## src/hw/rtl/mftp_pkg.sv

```systemverilog
`default_nettype none

package mftp_pkg;

  // Meta data bytes at an index below this are flagged as held in the buffer
  localparam int unsigned META_BUFFER_BYTES = 256;

  localparam logic [7:0] SYSEX_START  = 8'hF0;
  localparam logic [7:0] SYSEX_END    = 8'hF7;
  localparam logic [7:0] META_PREFIX  = 8'hFF;

  // Status high nibbles
  localparam logic [3:0] HI_NOTE_OFF  = 4'h8;
  localparam logic [3:0] HI_NOTE_ON   = 4'h9;
  localparam logic [3:0] HI_POLY_AT   = 4'hA;
  localparam logic [3:0] HI_CONTROL   = 4'hB;
  localparam logic [3:0] HI_PROGRAM   = 4'hC;
  localparam logic [3:0] HI_CHAN_AT   = 4'hD;
  localparam logic [3:0] HI_PITCH     = 4'hE;

  localparam logic [1:0] LEN_SHORT    = 2'd2;
  localparam logic [1:0] LEN_LONG     = 2'd3;

  // Result kinds
  localparam logic [2:0] KIND_CHANNEL   = 3'd0;
  localparam logic [2:0] KIND_SYSEX     = 3'd1;
  localparam logic [2:0] KIND_META_BYTE = 3'd2;
  localparam logic [2:0] KIND_META_END  = 3'd3;
  localparam logic [2:0] KIND_ERROR     = 3'd4;

  typedef enum logic [8:0] {
    PH_EVENT_START = 9'b000000001,
    PH_DELTA       = 9'b000000010,
    PH_EVENT_ID    = 9'b000000100,
    PH_CHANNEL     = 9'b000001000,
    PH_SYSEX       = 9'b000010000,
    PH_META_TYPE   = 9'b000100000,
    PH_META_LENGTH = 9'b001000000,
    PH_META_DATA   = 9'b010000000,
    PH_HALTED      = 9'b100000000
  } phase_t;

  typedef struct packed {
    logic [7:0] data_byte;
    logic       track_start;
  } item_t;

  typedef struct packed {
    logic [2:0]  event_kind;
    logic [31:0] delta_time;
    logic [7:0]  status_byte;
    logic [7:0]  first_data;
    logic [7:0]  second_data;
    logic [1:0]  message_length;
    logic [7:0]  meta_kind;
    logic [31:0] meta_length;
    logic [7:0]  meta_value;
    logic [7:0]  meta_position;
    logic        meta_value_valid;
  } result_t;

endpackage

`default_nettype wire

```

## src/hw/rtl/mftp_step.sv

```systemverilog
`default_nettype none

// Parser state and per-byte decode. State moves only when advance is high.
module mftp_step import mftp_pkg::*; (
  input  wire logic    clk,
  input  wire logic    rst,
  input  wire logic    advance,
  input  wire item_t   item,
  output logic         res_valid,
  output result_t      res
);

  phase_t      phase, phase_next;
  logic [31:0] delta_acc, delta_acc_next;
  logic [31:0] length_acc, length_acc_next;
  logic [31:0] byte_counter, byte_counter_next;
  logic [7:0]  held_status, held_status_next;
  logic [7:0]  held_first_data, held_first_data_next;
  logic [7:0]  held_meta_kind, held_meta_kind_next;
  logic [1:0]  expected_length, expected_length_next;

  logic [7:0]  ch;
  logic [3:0]  hi;
  logic [31:0] count_inc;
  logic [31:0] idx;

  assign ch = item.data_byte;
  assign hi = item.data_byte[7:4];

  always_comb begin
    // track start resets the parser before the byte is taken
    if (item.track_start) begin
      phase_next           = PH_EVENT_START;
      delta_acc_next       = '0;
      length_acc_next      = '0;
      byte_counter_next    = '0;
      held_status_next     = '0;
      held_first_data_next = '0;
      held_meta_kind_next  = '0;
      expected_length_next = '0;
    end else begin
      phase_next           = phase;
      delta_acc_next       = delta_acc;
      length_acc_next      = length_acc;
      byte_counter_next    = byte_counter;
      held_status_next     = held_status;
      held_first_data_next = held_first_data;
      held_meta_kind_next  = held_meta_kind;
      expected_length_next = expected_length;
    end

    if (phase_next == PH_EVENT_START) begin
      delta_acc_next  = '0;
      length_acc_next = '0;
      phase_next      = PH_DELTA;
    end

    res_valid = 1'b0;
    res       = '0;
    count_inc = byte_counter_next + 32'd1;
    idx       = byte_counter_next;

    case (phase_next)
      PH_DELTA: begin
        delta_acc_next = {delta_acc_next[24:0], ch[6:0]};
        if (!ch[7]) phase_next = PH_EVENT_ID;
      end

      PH_EVENT_ID: begin
        res.delta_time = delta_acc_next;
        if (hi inside {HI_NOTE_OFF, HI_NOTE_ON, HI_POLY_AT, HI_CONTROL, HI_PITCH}) begin
          held_status_next     = ch;
          expected_length_next = LEN_LONG;
          byte_counter_next    = 32'd1;
          phase_next           = PH_CHANNEL;
        end else if (hi inside {HI_PROGRAM, HI_CHAN_AT}) begin
          held_status_next     = ch;
          expected_length_next = LEN_SHORT;
          byte_counter_next    = 32'd1;
          phase_next           = PH_CHANNEL;
        end else if (ch == SYSEX_START || ch == SYSEX_END) begin
          phase_next = PH_SYSEX;
        end else if (ch == META_PREFIX) begin
          phase_next = PH_META_TYPE;
        end else begin
          res_valid       = 1'b1;
          res.event_kind  = KIND_ERROR;
          res.status_byte = ch;
          phase_next      = PH_HALTED;
        end
      end

      PH_CHANNEL: begin
        if (byte_counter_next == 32'd1) held_first_data_next = ch;
        byte_counter_next = count_inc;
        if (count_inc == {30'd0, expected_length_next}) begin
          res_valid          = 1'b1;
          res.event_kind     = KIND_CHANNEL;
          res.delta_time     = delta_acc_next;
          res.status_byte    = held_status_next;
          res.first_data     = held_first_data_next;
          res.second_data    = (expected_length_next == LEN_LONG) ? ch : 8'd0;
          res.message_length = expected_length_next;
          phase_next         = PH_EVENT_START;
        end
      end

      PH_SYSEX: begin
        if (ch == SYSEX_END) begin
          res_valid      = 1'b1;
          res.event_kind = KIND_SYSEX;
          res.delta_time = delta_acc_next;
          phase_next     = PH_EVENT_START;
        end
      end

      PH_META_TYPE: begin
        held_meta_kind_next = ch;
        phase_next          = PH_META_LENGTH;
      end

      PH_META_LENGTH: begin
        length_acc_next = {length_acc_next[24:0], ch[6:0]};
        if (!ch[7]) begin
          if (length_acc_next == 32'd0) begin
            // empty meta event: a lone end marker
            res_valid       = 1'b1;
            res.event_kind  = KIND_META_END;
            res.delta_time  = delta_acc_next;
            res.meta_kind   = held_meta_kind_next;
            res.meta_length = length_acc_next;
            phase_next      = PH_EVENT_START;
          end else begin
            byte_counter_next = '0;
            phase_next        = PH_META_DATA;
          end
        end
      end

      PH_META_DATA: begin
        byte_counter_next    = count_inc;
        res_valid            = 1'b1;
        res.event_kind       = (count_inc == length_acc_next) ? KIND_META_END : KIND_META_BYTE;
        res.delta_time       = delta_acc_next;
        res.meta_kind        = held_meta_kind_next;
        res.meta_length      = length_acc_next;
        res.meta_value       = ch;
        res.meta_position    = idx[7:0];
        res.meta_value_valid = idx < 32'(META_BUFFER_BYTES);
        if (count_inc == length_acc_next) phase_next = PH_EVENT_START;
      end

      default: begin
        // halted: ignore bytes until the next track start
      end
    endcase
  end

  always_ff @(posedge clk) begin
    if (rst) begin
      phase           <= PH_EVENT_START;
      delta_acc       <= '0;
      length_acc      <= '0;
      byte_counter    <= '0;
      held_status     <= '0;
      held_first_data <= '0;
      held_meta_kind  <= '0;
      expected_length <= '0;
    end else if (advance) begin
      phase           <= phase_next;
      delta_acc       <= delta_acc_next;
      length_acc      <= length_acc_next;
      byte_counter    <= byte_counter_next;
      held_status     <= held_status_next;
      held_first_data <= held_first_data_next;
      held_meta_kind  <= held_meta_kind_next;
      expected_length <= expected_length_next;
    end
  end

  a_chan_len: assert property (@(posedge clk) disable iff (rst)
    (res_valid && res.event_kind == KIND_CHANNEL)
      |-> (res.message_length == LEN_SHORT || res.message_length == LEN_LONG))
    else $error("channel result with bad length");

  a_error_halts: assert property (@(posedge clk) disable iff (rst)
    (advance && res_valid && res.event_kind == KIND_ERROR) |=> phase == PH_HALTED)
    else $error("parser did not halt after unknown event id");

  a_halt_silent: assert property (@(posedge clk) disable iff (rst)
    (phase == PH_HALTED && !item.track_start) |-> !res_valid)
    else $error("result produced while halted");

endmodule

`default_nettype wire

```

## src/hw/rtl/midi_file_track_event_parser.sv

```systemverilog
`default_nettype none

// MIDI file track event parser. Feed the body of a track one byte per request on
// the item channel, with track_start set on the first byte of each track (this
// resets the parser before the byte is decoded). Each byte is latched into an
// input register, decoded combinationally against the parser state, and any
// result lands in an output register; one byte is taken every clock while the
// result side keeps up, and a result held by a stall holds back the next byte
// too, whether or not that byte yields a result.
// Channel messages give one result when complete, sysex gives one result at
// its F7 byte, and meta events give one result per data byte, the last flagged
// as meta end (an empty meta event gives a lone meta end). An unknown event
// byte gives an error result and the parser then ignores bytes until the next
// track start. Running status and chunk framing are not handled.
module midi_file_track_event_parser import mftp_pkg::*; (
  input  wire logic    clk,
  input  wire logic    rst,
  // byte requests
  input  wire logic    item_valid,
  output logic         item_stall,
  input  wire item_t   item,
  // result requests
  output logic         result_valid,
  input  wire logic    result_stall,
  output result_t      result
);

  logic    in_full;
  item_t   in_item;
  logic    advance;
  logic    step_valid;
  result_t step_res;

  // the held byte is decoded once the output register is free or draining
  assign advance    = in_full && (!result_valid || !result_stall);
  assign item_stall = in_full && !advance;

  always_ff @(posedge clk) begin
    if (rst) begin
      in_full <= 1'b0;
    end else if (!item_stall) begin
      in_full <= item_valid;
    end
  end

  always_ff @(posedge clk) begin
    if (item_valid && !item_stall) begin
      in_item <= item;
    end
  end

  mftp_step u_step (
    .clk       (clk),
    .rst       (rst),
    .advance   (advance),
    .item      (in_item),
    .res_valid (step_valid),
    .res       (step_res)
  );

  // output register
  always_ff @(posedge clk) begin
    if (rst) begin
      result_valid <= 1'b0;
    end else if (advance) begin
      result_valid <= step_valid;
    end else if (!result_stall) begin
      result_valid <= 1'b0;
    end
  end

  always_ff @(posedge clk) begin
    if (advance && step_valid) begin
      result <= step_res;
    end
  end

  a_reset_empty: assert property (@(posedge clk)
    $past(rst) |-> (!result_valid && !in_full))
    else $error("pipeline not empty after reset");

  a_stall_full: assert property (@(posedge clk) disable iff (rst)
    item_stall |-> in_full)
    else $error("input stalled with an empty input register");

  a_result_hold: assert property (@(posedge clk) disable iff (rst)
    (result_valid && result_stall) |=> (result_valid && $stable(result)))
    else $error("stalled result changed or dropped");

endmodule

`default_nettype wire
```

## config.mk

```make
export PLATFORM = sky130hd
export DESIGN_NAME = midi_file_track_event_parser
export DESIGN_NICKNAME = d
export VERILOG_FILES = /design/src/hw/rtl/mftp_pkg.sv /design/src/hw/rtl/mftp_step.sv /design/src/hw/rtl/midi_file_track_event_parser.sv
export SDC_FILE = /design/constraint.sdc
export NUM_CORES = 1
export LEC_CHECK = 0
export ABC_AREA = 1
export BUFFER_PORTS_ARGS = -buffer_cell sky130_fd_sc_hd__buf_2
export CAP_MARGIN = 25
export CORE_MARGIN = 3
export CORE_UTILIZATION = 30
export DETAILED_ROUTE_END_ITERATION = 10
export PLACE_DENSITY_LB_ADDON = 0.15
export SKIP_CTS_REPAIR_TIMING = 1
export SLEW_MARGIN = 20
export SYNTH_ARGS = -nofsm -noshare
export SYNTH_HDL_FRONTEND = slang
export SYNTH_SLANG_ARGS = --single-unit
```

## constraint.sdc

```tcl
create_clock -name clk -period 6.1 [get_ports clk]
set_clock_uncertainty 0.1 [all_clocks]
set_input_delay 0.915 -clock clk [delete_from_list [all_inputs] [get_ports clk]]
set_output_delay 0.915 -clock clk [all_outputs]
set_load 0.02 [all_outputs]
```

==> qor.txt, run 1 <==
RSZ-0062 raised after global routing -> no
CP Class -> reg -> reg
global route total overflow -> 0
PortBufs -> 132
placed cell area -> 0.0151 mm2
Wirelength per Cell -> 18.3 um
hold_ws -> 363 ps
clock sink count -> 260
First-pass DRT Iterations -> 5
Synth top area share -> 0.273
Root Buffer -> clkbuf_16
most frequent cells in the layout -> nand2_1, nor2_1, inv_1
WP data arrival -> 4970 ps
Max FO, Critical Path -> 37
most common cell after layout, fill and taps aside -> nand2_1
Synthesized Nets -> 1930
Syn-to-layout area delta -> 16.8%
DRT iter0 DRCs -> 1126
Power Total -> 4530 uW
Vias -> 13400
Skew-Pair Late Insertion Delay -> 550 ps
Yosys warning total -> 0
CTS Buf Count -> 34
Seq/Total Area, Yosys -> 0.464
Post-synth EDFFs -> 127
FF+latch area -> 0.00648 mm2
ys flop type -> dfxtp_1
Sw Share -> 0.277
status -> finished clean
met3 usage -> 0.0379
most used routing layer -> met1
switching power total -> 1250 uW
HPWL after DPL -> 34000 um
Yosys reg bits -> 260
Area contributors post-synth -> edfxtp_1, dfxtp_1, nand2_1, nor2_1, nand3_1
post-layout min period -> 4810 ps
worst-margin pin slew -> 961 ps
Filler Cell Count -> 4921
Cell Pwr Density -> 278 mW/mm2
Crit. Startpoint -> in_item[0]
Syn Area/Cell -> 7.29 um2
Peak Freq -> 208 MHz
Antenna diodes -> 0
slew margin rel. -> 0.359
CTS tree -> done
Synth async-reset ratio -> 0
drt total wl -> 48100 um
CP endpoint kind -> register
fin crit share -> 0.788
Initial Util -> 0.306
CP Cell Sequence -> inv_2, buf_4, o21ai_1, inv_1, nor2_1, nand2_2, buf_4, o21ai_0, nand3_1, nor2_1, nand2_1, nor2_1, nand3_1, nand2_1, inv_2, nand4_1, nand2_1, clkinvlp_4, buf_12
core area -> 0.0457 mm2
Pleak -> 0.00669 uW
TNS Setup -> 0 ps
Pins Over Slew Limit -> 0
final hold vios -> 0
Internal Power -> 3270 uW
first-pass GRT wire length -> 73900 um
post-route ant nets -> 0
htree depth -> 2
number of remaining DRC errors -> 0
final setup violation count -> 0
Die Wd -> 222 um
Reg power frac -> 0.426
crit-path max cell delay -> 670 ps
max-cap violations -> 0
row count -> 78
num ports -> 133
critical path startpoint category -> register
CTS max path bufs -> 3
Worst EP required -> 6260 ps
Inst Count DP -> 2575
non-filler cells, final -> 2636
multi-input combinational cell area -> 0.00627 mm2
mapped cell area -> 0.0140 mm2
largest net degree at the start of global routing -> 90
combinational power share -> 0.118
met2 Use GR -> 0.280
peak supply drop -> 151 uV
M1 GR Usage -> 0.284
clock share of power -> 0.456
Clock transition at path regs -> 60 ps
distinct cell type count after synthesis -> 46
die span in y -> 222 um
total track usage -> 0.189
crit path max-delay cell type -> clkinvlp_4
area leader, netlist -> edfxtp_1
layout cell share with drive strength beyond 1 -> 0.135
initial antenna violation count -> 0
Worst Hold Launch -> u_step.delta_acc[31]
Synth Instances -> 1915
vias in the first global route -> 12200
Final nets -> 2026
Die ar. -> 0.0492 mm2
fin area -> 0.0163 mm2
routability cong. -> 0.925
Reg2Reg Launch Point -> in_item[0]
Vias/cell -> 5.08
min-delay worst type -> reg -> reg
==> layer usage <==
| metal | up-vias | wire length (um) |
|---|---|---|
| met5 | - | 0 |
| met4 | 0 | 865 |
| met3 | 54 | 3040 |
| met2 | 440 | 20700 |
| met1 | 6339 | 23500 |
| li1 | 6547 | - |
==> registers in the layout, summed over array words and instances, names as in the netlist, 2 cells and up <==
name	flops
u_step.delta_acc	32
u_step.held_status	8
u_step.length_acc	32
u_step.expected_length	2
u_step.held_meta_kind	8
result	118
u_step.held_first_data	8
u_step.byte_counter	32
u_step.phase	9
in_item	9
==> power groups by stage <==
stage | combinational (uW) | sequential, uW | clock, uW
2_1_floorplan | 401 | 1940 | 0
3_3_place_gp | 531 | 1960 | 0
3_5_place_dp | 531 | 1960 | 0
4_1_cts | 534 | 1930 | 2120
5_1_grt | 606 | 1930 | 2190
6_report | 535 | 1930 | 2060
==> metrics by stage <==
step / utilization / setup WS [ps]
final: 0.357 / 1290
after global placement: 0.332 / 1400
after floorplan: - / 718
after global routing: 0.357 / 898
after detailed placement: 0.332 / 1330
after CTS: 0.357 / 1270
==> logic make-up (layout without fill, tap and decap cells) <==
kind of cell / Yosys count / count (layout) / synth area share
AND/OR/NAND/NOR: 1012 / 1012 / 0.309
AO/OA/AOI/OAI: 333 / 333 / 0.135
buffers and inverters: 304 / 425 / 0.0883
flip-flops: 260 / 260 / 0.464
XOR/XNOR: 4 / 4 / 0.00251
adder cells (fa/ha/maj): 2 / 2 / 0.00179
==> cell usage after synthesis (10+ instances only) <==
cell      instances
nand2_1         526
nor2_1          252
inv_1           194
nand3_1         150
dfxtp_1         133
edfxtp_1        127
a21oi_1         126
o21ai_0         113
clkbuf_1         62
a31oi_1          30
o221ai_1         25
nor2_2           20
nand4_1          17
buf_2            13
inv_2            12
o21ai_1          12
nor3_1           11
buf_1            10
==> critical path, delay by kind of cell, from the launching register on <==
kind	cells	cell delay [ps]
buffers and inverters	7	2390
and+or+nand+nor	10	1280
DFF	1	410
AOI/OAI and AO/OA	2	290
==> worst paths after layout <==
check	slack, ps	depth (start not counted)	end
hold reg to reg	360	2	u_step.delta_acc[31]
setup reg to reg	1290	19	result[43]
setup / recovery	1290	19	result[43]
hold / removal	360	2	u_step.delta_acc[31]
==> layout make-up <==
cell class | count | share of cell area
tap | 600 | 0.0460
inverter | 208 | 0.0481
clock buffer | 44 | 0.0595
multi-input combinational | 1351 | 0.384
clock inverter | 17 | 0.0116
timing repair buffer | 156 | 0.0531
sequential | 260 | 0.397
No activity file was read; power rests on OpenSTA's default activity.
==> inputs of run 2 (changes only) <==
- clock period: 6.1 -> 4.73 ns (I/O delays scaled with it)
==> run 2 against run 1 <==
Net effect:
- hold slack got worse by 140 ps
- sequential power rose by 28%
- global-route usage rose by 0.35 points
- highest routed layer unchanged
- count of clock-buffer cells in the layout fell by 5
- routed wire length rose by 2.1%
- via count fell by 1.1%
- first-iteration DRC count fell by 8.6%
- sequential cell count did not move
- cell area rose by 0.28%
- core utilization rose by 0.10 points
==> qor.txt, run 2 (synthesis results as in run 1) <==
initial antenna violation count -> 0 (unchanged)
Max FO, Critical Path -> 47 (+27%)
most frequent cells in the layout -> nand2_1, nor2_1, inv_1
num ports -> 133 (unchanged)
max reg flops -> 118 (unchanged)
crit path max-delay cell type -> clkinvlp_4
min-delay worst type -> in -> reg
CP endpoint kind -> register
Initial Util -> 0.306 (unchanged)
Vias -> 13200 (-1.1%)
routability cong. -> 0.921 (-0.45%)
placed cell area -> 0.0153 mm2 (+0.98%)
Skew-Pair Late Insertion Delay -> 590 ps (+40 ps)
Top delay family on crit path -> simple AND/OR/NAND/NOR gates
total track usage -> 0.193 (+0.00352)
Antenna diodes -> 0 (unchanged)
status -> finished clean
fin area -> 0.0164 mm2 (+0.28%)
r2r setup slk -> 540 ps (-750 ps)
HPWL after DPL -> 34800 um (+2.4%)
Final nets -> 2032 (+0.30%)
Critical R2R Capture -> result[54]
Worst EP required -> 4900 ps (-1360 ps)
R2R depth -> 20 (+1)
peak supply drop -> 213 uV (+41%)
max-cap violations -> 0 (unchanged)
critical path startpoint category -> register
CP Cell Sequence -> inv_2, buf_12, nand2_4, inv_2, ha_4, inv_4, nor2_4, nand2_2, nor2_4, nand2_1, nand2_1, nand2_1, nor2_1, nand2_1, nor2_2, nand4_4, nand4_1, nand2_2, clkinvlp_4, buf_4
layout cell share with drive strength beyond 1 -> 0.138 (+0.00310)
CTS Buf Count -> 30 (-12%)
htree depth -> 1 (-1)
Wirelength per Cell -> 18.6 um (+1.9%)
number of buffer and inverter stages on the critical path -> 6 (-1)
Biggest register -> result
slew margin rel. -> 0.359 (-0.000678)
DRT iter0 DRCs -> 1029 (-8.6%)
Root Buffer -> clkbuf_16
WP data arrival -> 4350 ps (-620 ps)
Pleak -> 0.00671 uW (+0.31%)
final hold vios -> 0 (unchanged)
Syn-to-layout area delta -> 17.1%
row count -> 78 (unchanged)
FF+latch area -> 0.00648 mm2 (unchanged)
hold depth -> 1 (-1)
vias in the first global route -> 12500 (+2.6%)
Pins Over Slew Limit -> 0 (unchanged)
first-pass GRT wire length -> 75300 um (+2.0%)
PortBufs -> 132 (unchanged)
Worst Hold Launch -> item[8]
drt total wl -> 49100 um (+2.1%)
Reg2Reg Launch Point -> in_item[0]
Filler Cell Count -> 4895 (-0.53%)
die span in y -> 222 um (unchanged)
core area -> 0.0457 mm2 (unchanged)
Cell Pwr Density -> 350 mW/mm2 (+26%)
crit-path max cell delay -> 520 ps (-150 ps)
Worst Hold Path EP -> in_item[8]
Die Wd -> 222 um (unchanged)
RSZ-0062 raised after global routing -> no
largest net degree at the start of global routing -> 156 (+73%)
CP most frequent cell -> nand2_1
clock sink count -> 260 (unchanged)
final setup violation count -> 0 (unchanged)
multi-input combinational cell area -> 0.00631 mm2 (+0.74%)
post-layout util -> 0.358 (+0.00101)
Die ar. -> 0.0492 mm2 (unchanged)
CTS tree -> done
First-pass DRT Iterations -> 7 (+2)
CTS max path bufs -> 3 (unchanged)
fin crit share -> 0.885 (+0.0965)
Vias/cell -> 5.01 (-1.3%)
global route total overflow -> 0 (unchanged)
number of remaining DRC errors -> 0 (unchanged)
post-route ant nets -> 0 (unchanged)
most common cell after layout, fill and taps aside -> nand2_1
worst-margin pin slew -> 962 ps (+1.02 ps)
Peak Freq -> 239 MHz (+15%)
CP Class -> reg -> reg
post-layout min period -> 4190 ps (-624 ps)
Clock transition at path regs -> 60 ps (about the same)
run 2: cell types whose count changed in the layout (fill, tap and decap cells not counted), moves of 3 or more:
cell       change
bufinv_16      +4
clkinv_2       -3
clkbuf_1       +5
clkbuf_16      -6
clkbuf_8       -4
nand2_1        -3
buf_4          +8
run 2: worst max-delay path by stage:
stage,slack [ps],start,to,cells past startpoint
6_report,540,in_item[0],result[54],20
5_1_grt,230,in_item[0],result[117],20
4_1_cts,490,in_item[0],result[55],20
3_5_place_dp,500,in_item[0],result[46],20
3_3_place_gp,580,in_item[0],result[43],20
2_1_floorplan,-300,in_item[0],result[0],26
run 2: routing by layer:
metal	vias up	routed length (um)	GRT usage
li1	6550	-	-
met1	6269	24100	0.286
met2	350	21100	0.292
met5	-	0	0
met4	0	1060	0.0454
met3	61	2790	0.0332
run 2: metrics by stage:
stage | setup TNS (ps) | total power, uW | setup WS [ps] | hold slack, ps | instances
3_5_place_dp | 0 | 3230 | 496 | 354 | 2585
2_1_floorplan | -35340 | 3020 | -299 | 340 | 1915
4_1_cts | 0 | 5770 | 486 | 196 | 2641
6_report | 0 | 5720 | 544 | 223 | 2641
5_1_grt | 0 | 5960 | 234 | 195 | 2641
3_3_place_gp | 0 | 3230 | 575 | 352 | 2585
run 2: layout make-up:
| cell class | instances | share of cell area |
|---|---|---|
| Sequential cell | 260 | 0.396 |
| Timing Repair Buffer | 166 | 0.0591 |
| Tap cell | 600 | 0.0459 |
| Clock inverter | 17 | 0.0167 |
| Multi-Input combinational cell | 1351 | 0.386 |
| Clock buffer | 39 | 0.0480 |
| Inverter | 208 | 0.0481 |
run 2: power breakdown:
group	leakage, uW	internal (uW)	total [uW]	switching [uW]
clock	0.000507	1550	2520	972
sequential	0.00215	2410	2480	65.9
combinational	0.00405	195	718	523
total	0.00671	4150	5720	1560
